--- src/rtl/pdca_pkg.sv ---
// Package for the PWM duty capture averager.
// Holds sequencer states, status codes, capture steps and divider constants.
// No dependencies.
package pdca_pkg;

    typedef enum logic [1:0] {
        S_IDLE,
        S_DIV,
        S_FIN
    } t_state;

    typedef enum logic [1:0] {
        CAP_RISE1,
        CAP_FALL,
        CAP_RISE2,
        CAP_SPARE
    } t_cap_step;

    localparam logic [2:0] ST_NONE       = 3'd0;
    localparam logic [2:0] ST_AVERAGED   = 3'd1;
    localparam logic [2:0] ST_STUCK_LOW  = 3'd2;
    localparam logic [2:0] ST_STUCK_HIGH = 3'd3;
    localparam logic [2:0] ST_ORDER_ERR  = 3'd4;

    localparam logic [6:0] DUTY_FULL  = 7'd100;
    localparam logic [6:0] DUTY_ZERO  = 7'd0;
    localparam int         DUTY_SCALE = 100;

    // quotient bits produced by the shared divider in each mode
    localparam int DUTY_STEPS = 7;
    localparam int AVG_STEPS  = 11;

    localparam logic [15:0] RST_CHECK_INTERVAL = 16'd3000;
    localparam logic [3:0]  RST_SAMPLE_COUNT   = 4'd10;

    localparam logic ADDR_CHECK_INTERVAL = 1'b0;
    localparam logic ADDR_SAMPLE_COUNT   = 1'b1;

endpackage

--- src/rtl/pwm_duty_capture_averager_unit.sv ---
// PWM duty capture averager, top level.
// Capture sequencing, tick checks, APB registers and one shared restoring divider.
// Depends on pdca_pkg.

// Usage:
// Input channel (i_in_valid / o_in_stall) carries one item per event: a system
// tick (kind 1, with pin level) or a timestamped captured edge (kind 0).
// Every item yields exactly one result on the output channel
// (o_out_valid / i_out_stall): the published duty, its status and an updated flag.
// Ticks, ignored edges, the first two capture edges and order errors finish in
// the accept cycle; the result is valid the next cycle, one item per cycle while
// the receiver keeps up.
// A third capture edge runs the shared divider one quotient bit per cycle:
// 7 quotient bits for a duty sample or 11 for an average, then a finish
// state; no next item is accepted before the finish state has published the result.
// While a result waits under i_out_stall, o_in_stall stays high, so no new
// item is taken and the result register never drops an item.
// Synchronous reset restores the default registers (interval 3000 ticks,
// 10 samples), disarms capture and publishes "no reading" with duty 0.
// The APB port (pready always high) must be written only while the block is idle; the block does not enforce this.
module pwm_duty_capture_averager_unit #(
    parameter int TIMER_BITS = 16
) (
    input  logic        i_clk,
    input  logic        i_rst_n,

    input  logic        i_in_valid,
    output logic        o_in_stall,
    input  logic        i_kind,
    input  logic [15:0] i_edge_time,
    input  logic        i_edge_rising,
    input  logic        i_pin_level,

    output logic        o_out_valid,
    input  logic        i_out_stall,
    output logic [6:0]  o_duty_percent,
    output logic [2:0]  o_status,
    output logic        o_updated,

    input  logic        psel,
    input  logic        penable,
    input  logic        pwrite,
    input  logic [2:0]  paddr,
    input  logic [31:0] pwdata,
    output logic [31:0] prdata,
    output logic        pready
);

    // stamps are the timer value masked to the timer width
    localparam int SW = (TIMER_BITS < 16) ? TIMER_BITS : 16;
    // dividend width: stamp difference times 100
    localparam int NW = SW + 7;

    pdca_pkg::t_state    r_state, n_state;
    pdca_pkg::t_cap_step r_step, n_step;

    logic [15:0]   r_check_interval;
    logic [3:0]    r_sample_count;

    logic          r_armed, n_armed;
    logic          r_edge_seen, n_edge_seen;
    logic [SW-1:0] r_rise_time, n_rise_time;
    logic [SW-1:0] r_fall_time, n_fall_time;
    logic [15:0]   r_tick_count, n_tick_count;
    logic [3:0]    r_samples, n_samples;
    logic [10:0]   r_duty_sum, n_duty_sum;
    logic [6:0]    r_pub_duty, n_pub_duty;
    logic [2:0]    r_pub_status, n_pub_status;

    logic          r_out_valid, n_out_valid;
    logic          r_updated, n_updated;

    // shared divider
    logic [NW-1:0] r_rem, n_rem;
    logic [NW-1:0] r_dsh, n_dsh;
    logic [10:0]   r_quo, n_quo;
    logic [3:0]    r_cnt, n_cnt;
    logic          r_avg, n_avg;

    logic          accept;
    logic          out_free;
    logic          cfg_wr;
    logic [SW-1:0] stamp;
    logic [15:0]   tick_inc;
    logic          order_ok;
    logic [SW-1:0] diff_ba;
    logic [SW-1:0] diff_ca;
    logic [3:0]    avg_div;
    logic          div_fits;
    logic          last_capture;

    assign out_free = !r_out_valid || !i_out_stall;
    assign accept   = i_in_valid && !o_in_stall;
    assign cfg_wr   = psel && penable && pwrite;
    assign stamp    = i_edge_time[SW-1:0];
    assign tick_inc = r_tick_count + 16'd1;
    assign order_ok = (r_rise_time < r_fall_time) && (r_fall_time < stamp);
    assign diff_ba  = r_fall_time - r_rise_time;
    assign diff_ca  = stamp - r_rise_time;
    assign avg_div  = (r_sample_count == 4'd0) ? 4'd1 : r_sample_count;
    assign div_fits = (r_rem >= r_dsh);
    assign last_capture = accept && !i_kind && r_armed && i_edge_rising
                          && (r_step != pdca_pkg::CAP_RISE1)
                          && (r_step != pdca_pkg::CAP_FALL);

    // next state
    always_comb begin
        n_state = r_state;
        unique case (r_state)
            pdca_pkg::S_IDLE: begin
                if (last_capture && order_ok) begin
                    n_state = pdca_pkg::S_DIV;
                end
            end
            pdca_pkg::S_DIV: begin
                if (r_cnt == 4'd0) begin
                    n_state = pdca_pkg::S_FIN;
                end
            end
            pdca_pkg::S_FIN: begin
                if (out_free) begin
                    n_state = pdca_pkg::S_IDLE;
                end
            end
            default: n_state = pdca_pkg::S_IDLE;
        endcase
    end

    // outputs of the sequencer
    always_comb begin
        o_in_stall = (r_state != pdca_pkg::S_IDLE) || !out_free;
    end

    // datapath
    always_comb begin
        n_step       = r_step;
        n_armed      = r_armed;
        n_edge_seen  = r_edge_seen;
        n_rise_time  = r_rise_time;
        n_fall_time  = r_fall_time;
        n_tick_count = r_tick_count;
        n_samples    = r_samples;
        n_duty_sum   = r_duty_sum;
        n_pub_duty   = r_pub_duty;
        n_pub_status = r_pub_status;
        n_out_valid  = r_out_valid && i_out_stall;
        n_updated    = r_updated;
        n_rem        = r_rem;
        n_dsh        = r_dsh;
        n_quo        = r_quo;
        n_cnt        = r_cnt;
        n_avg        = r_avg;

        unique case (r_state)
            pdca_pkg::S_IDLE: begin
                if (accept) begin
                    n_out_valid = 1'b1;
                    n_updated   = 1'b0;
                    if (i_kind) begin
                        n_tick_count = tick_inc;
                        if (tick_inc >= r_check_interval) begin
                            n_tick_count = 16'd0;
                            if (r_edge_seen) begin
                                n_armed     = 1'b1;
                                n_step      = pdca_pkg::CAP_RISE1;
                                n_edge_seen = 1'b0;
                            end else begin
                                n_pub_duty   = i_pin_level ? pdca_pkg::DUTY_FULL
                                                           : pdca_pkg::DUTY_ZERO;
                                n_pub_status = i_pin_level ? pdca_pkg::ST_STUCK_HIGH
                                                           : pdca_pkg::ST_STUCK_LOW;
                                n_updated    = 1'b1;
                            end
                        end
                    end else if (r_armed) begin
                        unique case (r_step)
                            pdca_pkg::CAP_RISE1: begin
                                if (i_edge_rising) begin
                                    n_edge_seen = 1'b1;
                                    n_rise_time = stamp;
                                    n_step      = pdca_pkg::CAP_FALL;
                                end
                            end
                            pdca_pkg::CAP_FALL: begin
                                if (!i_edge_rising) begin
                                    n_edge_seen = 1'b1;
                                    n_fall_time = stamp;
                                    n_step      = pdca_pkg::CAP_RISE2;
                                end
                            end
                            default: begin
                                if (i_edge_rising) begin
                                    n_edge_seen = 1'b1;
                                    n_armed     = 1'b0;
                                    n_step      = pdca_pkg::CAP_RISE1;
                                    if (!order_ok) begin
                                        n_pub_duty   = pdca_pkg::DUTY_ZERO;
                                        n_pub_status = pdca_pkg::ST_ORDER_ERR;
                                        n_updated    = 1'b1;
                                    end else begin
                                        // result comes from the divider
                                        n_out_valid = 1'b0;
                                        n_quo       = 11'd0;
                                        if (r_samples < r_sample_count) begin
                                            n_avg = 1'b0;
                                            n_rem = NW'(diff_ba) * NW'(pdca_pkg::DUTY_SCALE);
                                            n_dsh = NW'(diff_ca) << (pdca_pkg::DUTY_STEPS - 1);
                                            n_cnt = 4'(pdca_pkg::DUTY_STEPS - 1);
                                        end else begin
                                            n_avg = 1'b1;
                                            n_rem = NW'(r_duty_sum);
                                            n_dsh = NW'(avg_div) << (pdca_pkg::AVG_STEPS - 1);
                                            n_cnt = 4'(pdca_pkg::AVG_STEPS - 1);
                                        end
                                    end
                                end
                            end
                        endcase
                    end
                end
            end
            pdca_pkg::S_DIV: begin
                // one quotient bit per cycle against the shifted divisor
                if (div_fits) begin
                    n_rem = r_rem - r_dsh;
                end
                n_quo = {r_quo[9:0], div_fits};
                n_dsh = r_dsh >> 1;
                n_cnt = r_cnt - 4'd1;
            end
            pdca_pkg::S_FIN: begin
                if (out_free) begin
                    n_out_valid = 1'b1;
                    if (r_avg) begin
                        n_pub_duty   = r_quo[6:0];
                        n_pub_status = pdca_pkg::ST_AVERAGED;
                        n_samples    = 4'd0;
                        n_duty_sum   = 11'd0;
                        n_updated    = 1'b1;
                    end else begin
                        n_samples  = r_samples + 4'd1;
                        n_duty_sum = r_duty_sum + {4'd0, r_quo[6:0]};
                        n_updated  = 1'b0;
                    end
                end
            end
            default: ;
        endcase
    end

    always_ff @(posedge i_clk) begin
        if (!i_rst_n) begin
            r_state          <= pdca_pkg::S_IDLE;
            r_step           <= pdca_pkg::CAP_RISE1;
            r_check_interval <= pdca_pkg::RST_CHECK_INTERVAL;
            r_sample_count   <= pdca_pkg::RST_SAMPLE_COUNT;
            r_armed          <= 1'b0;
            r_edge_seen      <= 1'b1;
            r_tick_count     <= 16'd0;
            r_samples        <= 4'd0;
            r_duty_sum       <= 11'd0;
            r_pub_duty       <= pdca_pkg::DUTY_ZERO;
            r_pub_status     <= pdca_pkg::ST_NONE;
            r_out_valid      <= 1'b0;
            r_updated        <= 1'b0;
        end else begin
            r_state      <= n_state;
            r_step       <= n_step;
            r_armed      <= n_armed;
            r_edge_seen  <= n_edge_seen;
            r_tick_count <= n_tick_count;
            r_samples    <= n_samples;
            r_duty_sum   <= n_duty_sum;
            r_pub_duty   <= n_pub_duty;
            r_pub_status <= n_pub_status;
            r_out_valid  <= n_out_valid;
            r_updated    <= n_updated;
            if (cfg_wr) begin
                unique case (paddr[2])
                    pdca_pkg::ADDR_CHECK_INTERVAL: r_check_interval <= pwdata[15:0];
                    pdca_pkg::ADDR_SAMPLE_COUNT:   r_sample_count   <= pwdata[3:0];
                    default: ;
                endcase
            end
        end
    end

    // payload registers, no reset
    always_ff @(posedge i_clk) begin
        r_rise_time <= n_rise_time;
        r_fall_time <= n_fall_time;
        r_rem       <= n_rem;
        r_dsh       <= n_dsh;
        r_quo       <= n_quo;
        r_cnt       <= n_cnt;
        r_avg       <= n_avg;
    end

    always_comb begin
        unique case (paddr[2])
            pdca_pkg::ADDR_CHECK_INTERVAL: prdata = {16'd0, r_check_interval};
            pdca_pkg::ADDR_SAMPLE_COUNT:   prdata = {28'd0, r_sample_count};
            default:                       prdata = 32'd0;
        endcase
    end

    assign pready         = 1'b1;
    assign o_out_valid    = r_out_valid;
    assign o_duty_percent = r_pub_duty;
    assign o_status       = r_pub_status;
    assign o_updated      = r_updated;

endmodule
--- config.mk ---
export PLATFORM = sky130hd
export DESIGN_NAME = pwm_duty_capture_averager_unit
export DESIGN_NICKNAME = d
export VERILOG_FILES = /design/src/rtl/pdca_pkg.sv /design/src/rtl/pwm_duty_capture_averager_unit.sv
export SDC_FILE = /design/constraint.sdc
export NUM_CORES = 1
export LEC_CHECK = 0
export BUFFER_PORTS_ARGS = -buffer_cell sky130_fd_sc_hd__buf_2
export CORE_AREA = 2 2 146 148
export CTS_CLUSTER_SIZE = 20
export DETAILED_ROUTE_END_ITERATION = 10
export DIE_AREA = 0 0 148 150
export PLACE_DENSITY_LB_ADDON = 0.2
export SLEW_MARGIN = 20
export SYNTH_ARGS = -nofsm -noshare
export SYNTH_HDL_FRONTEND = slang
export SYNTH_SLANG_ARGS = --single-unit
--- constraint.sdc ---
create_clock -name i_clk -period 8.9 [get_ports i_clk]
set_input_delay 1.335 -clock i_clk [delete_from_list [all_inputs] [get_ports i_clk]]
set_output_delay 1.335 -clock i_clk [all_outputs]
set_load 0.05 [all_outputs]
==> metrics.txt <==
vias per inst=5.64; row cnt=53; Total GRT Usage=0.249; share of cells above drive strength 1=0.0918; Cell Pwr Density=121 nW/um^2; Fmax=0.171 GHz; Leak Pwr=5.90 nW; Initial Utilization=0.576; Final #Nets=1628; I/O pin count=107; detailed placement HPWL=20.1 mm; Antenna Cells=0; Post-synth EDFFs=89; final RePlAce weighted congestion=0.864; Fin Setup TNS=0 ns; clk slew on worst S/H paths=0.06 ns; required time of the worst setup path=9.07 ns; first-pass GRT wire length=44.2 mm; Die W=148 um; R2R Setup Slk=3.05 ns; critical path type=reg2reg; Worst Path Arrival=6.02 ns; drt pass-1 iters=5; Hold Path Cell Cnt=2; Max-Cap Viols=0; Finished Cell Area=13000 um^2; most common cell after layout, fill and taps aside=ha_1; final setup violation count=0; DRC=0; Avg Cell Area, Syn=8.85 um^2; Detail Route Antenna Nets=0; Die Height=150 um; detail-routed net length per standard cell=15.9 um; Max clock buf depth=2; CTS tree=yes; post-CTS sizing=0; largest net degree at the start of global routing=85; unrepaired setup endpoints after global routing=false; ys flop type=edfxtp_1; area grow syn2layout=9.36%; worst vdd ir=112 uV; Mapped Cells=1345; area of the mapped netlist=11900 um^2; R2R depth=23; most frequent cells in the layout=149 x ha_1, 146 x inv_1, 142 x nand2_1; Pwr Total=1.58 mW; DP Area=12500 um^2; Worst Hold Class=reg2reg; CTS H-Tree Depth=4; sequential element share of the synthesized area=0.340; vias in the first global route=9203; Final Hold Viols=0; clock skew=0.0123 ns; YS warnings=0; CORE AREA=20700 um^2; Slew headroom=0.345; CTS Sinks=158; Filler Cell Count=1800; Final Critical Period=5.85 ns; port bufs=71; crit-path max FO=4; flip-flop and latch count after synthesis=158; worst-margin pin slew=0.977 ns; final slew viol count=0; fin crit share=0.657; Yosys cell types=63; Synth async-reset ratio=0; # hold bufs at CTS=0; final WL=26.9 mm; Crit. End Element=register; Iteration-0 DRC Markers=560; DIE AREA=22200 um^2; Worst-Skew Late Latency=0.43 ns; initial antenna violation count=0; post-layout util=0.629; Num CTS Buffers=17; clk root buf=clkbuf_16; Post-CTS Setup Bufs=0; Startpoint Class=register; global route overflow=0; DR vias=9545; outcome=finished clean
## state kept, by name, indices dropped and copies added, names as in the netlist, 7 cells and up
signal	flops
r_rem	23
o_duty_percent	7
r_check_interval	16
r_rise_time	16
r_quo	7
r_dsh	22
r_tick_count	16
r_fall_time	16
r_duty_sum	11
## critical path, cell delays in order, from the launching register on
cell      delay, ns
edfxtp_1       0.42
inv_1          0.14
ha_1           0.25
nor2b_1        0.13
o21a_1         0.17
o21ai_1        0.17
a21oi_1        0.12
a41oi_1        0.45
o21a_1         0.31
xnor2_1        0.18
ha_1           0.27
ha_1           0.27
inv_1          0.05
fa_1           0.52
inv_1          0.04
ha_1           0.33
and4_1         0.23
and3_1         0.17
o31ai_1        0.07
nand3_1        0.19
o41ai_1        0.61
o21ai_0        0.22
xnor2_1        0.18
o22ai_1        0.08
## where the power goes
part | internal (mW) | total (mW) | switching [mW]
sequential | 0.771 | 0.772 | 0.00189
clock | 0.373 | 0.684 | 0.310
combinational | 0.0370 | 0.120 | 0.0831
## layer usage
| metal | share of wire | vias to the layer above | routed length (um) | GRT usage |
|---|---|---|---|---|
| li1 | - | 4838 | - | - |
| met1 | 0.45 | 4455 | 12100 | 0.310 |
| met2 | 0.49 | 217 | 13200 | 0.448 |
| met3 | 0.039 | 35 | 1040 | 0.0375 |
| met4 | 0.022 | 0 | 597 | 0.0748 |
| met5 | 0 | - | 0 | 0 |
## synth_stat cells, types with 10 or more instances
cell | instances | share of area
o21bai_1 | 10 | 0.0063
a211oi_1 | 19 | 0.012
nand2_1 | 142 | 0.045
fa_1 | 15 | 0.025
nor3_1 | 17 | 0.0071
dfxtp_1 | 69 | 0.12
buf_4 | 18 | 0.011
inv_1 | 146 | 0.046
ha_1 | 149 | 0.16
a21boi_0 | 24 | 0.015
a21oi_1 | 75 | 0.032
o21a_1 | 10 | 0.0063
o211ai_1 | 12 | 0.0076
edfxtp_1 | 89 | 0.22
o22ai_1 | 22 | 0.012
and2_1 | 13 | 0.0068
nand4_1 | 11 | 0.0058
nor2_1 | 89 | 0.028
xnor2_1 | 52 | 0.038
clkbuf_1 | 34 | 0.011
nor2b_1 | 24 | 0.013
o21ai_0 | 55 | 0.023
a21o_1 | 29 | 0.018
xor2_1 | 30 | 0.022
and3_1 | 14 | 0.0074
nand3_1 | 46 | 0.019
mux2i_1 | 17 | 0.014
## kinds of logic (layout without fill, tap and decap cells)
group,count (synthesis),in the layout,share of synthesized area
buffers and inverters,203,259,0.0697
flip-flops,158,158,0.340
adder cells (fa/ha/maj),164,164,0.182
multiplexers,18,18,0.0152
other,2,17,0.000631
AND/OR/NAND/NOR,406,406,0.161
XOR/XNOR,82,82,0.0603
AO/OA/AOI/OAI,312,312,0.171
## through the flow
step                instances  hold WS (ns)  setup slack [ns]
finish                   1691         0.455              3.05
global route             1691         0.480              2.64
CTS                      1691         0.458              3.04
detailed placement       1659         0.449              3.06
global placement         1659         0.441              3.16
floorplan                1360         0.443              3.72
## path summary, 6_finish.rpt
| path | startpoint | to |
|---|---|---|
| hold / removal | o_status[0] | o_status[0] |
| hold reg to reg | o_status[0] | o_status[0] |
| setup reg to reg | r_rise_time[1] | r_rem[21] |
| setup / recovery | r_rise_time[1] | r_rem[21] |
## cell type report
class / count / area, um^2 / share of cell area
multi-input combinational: 999 / 7100 / 0.545
clock buffer: 20 / 457 / 0.0351
tap: 275 / 344 / 0.0264
clock inverter: 12 / 86.3 / 0.00663
timing repair buffer: 81 / 430 / 0.0331
sequential: 158 / 4050 / 0.311
inverter: 146 / 548 / 0.0421
Note: power is estimated with default switching activity, not from simulation.
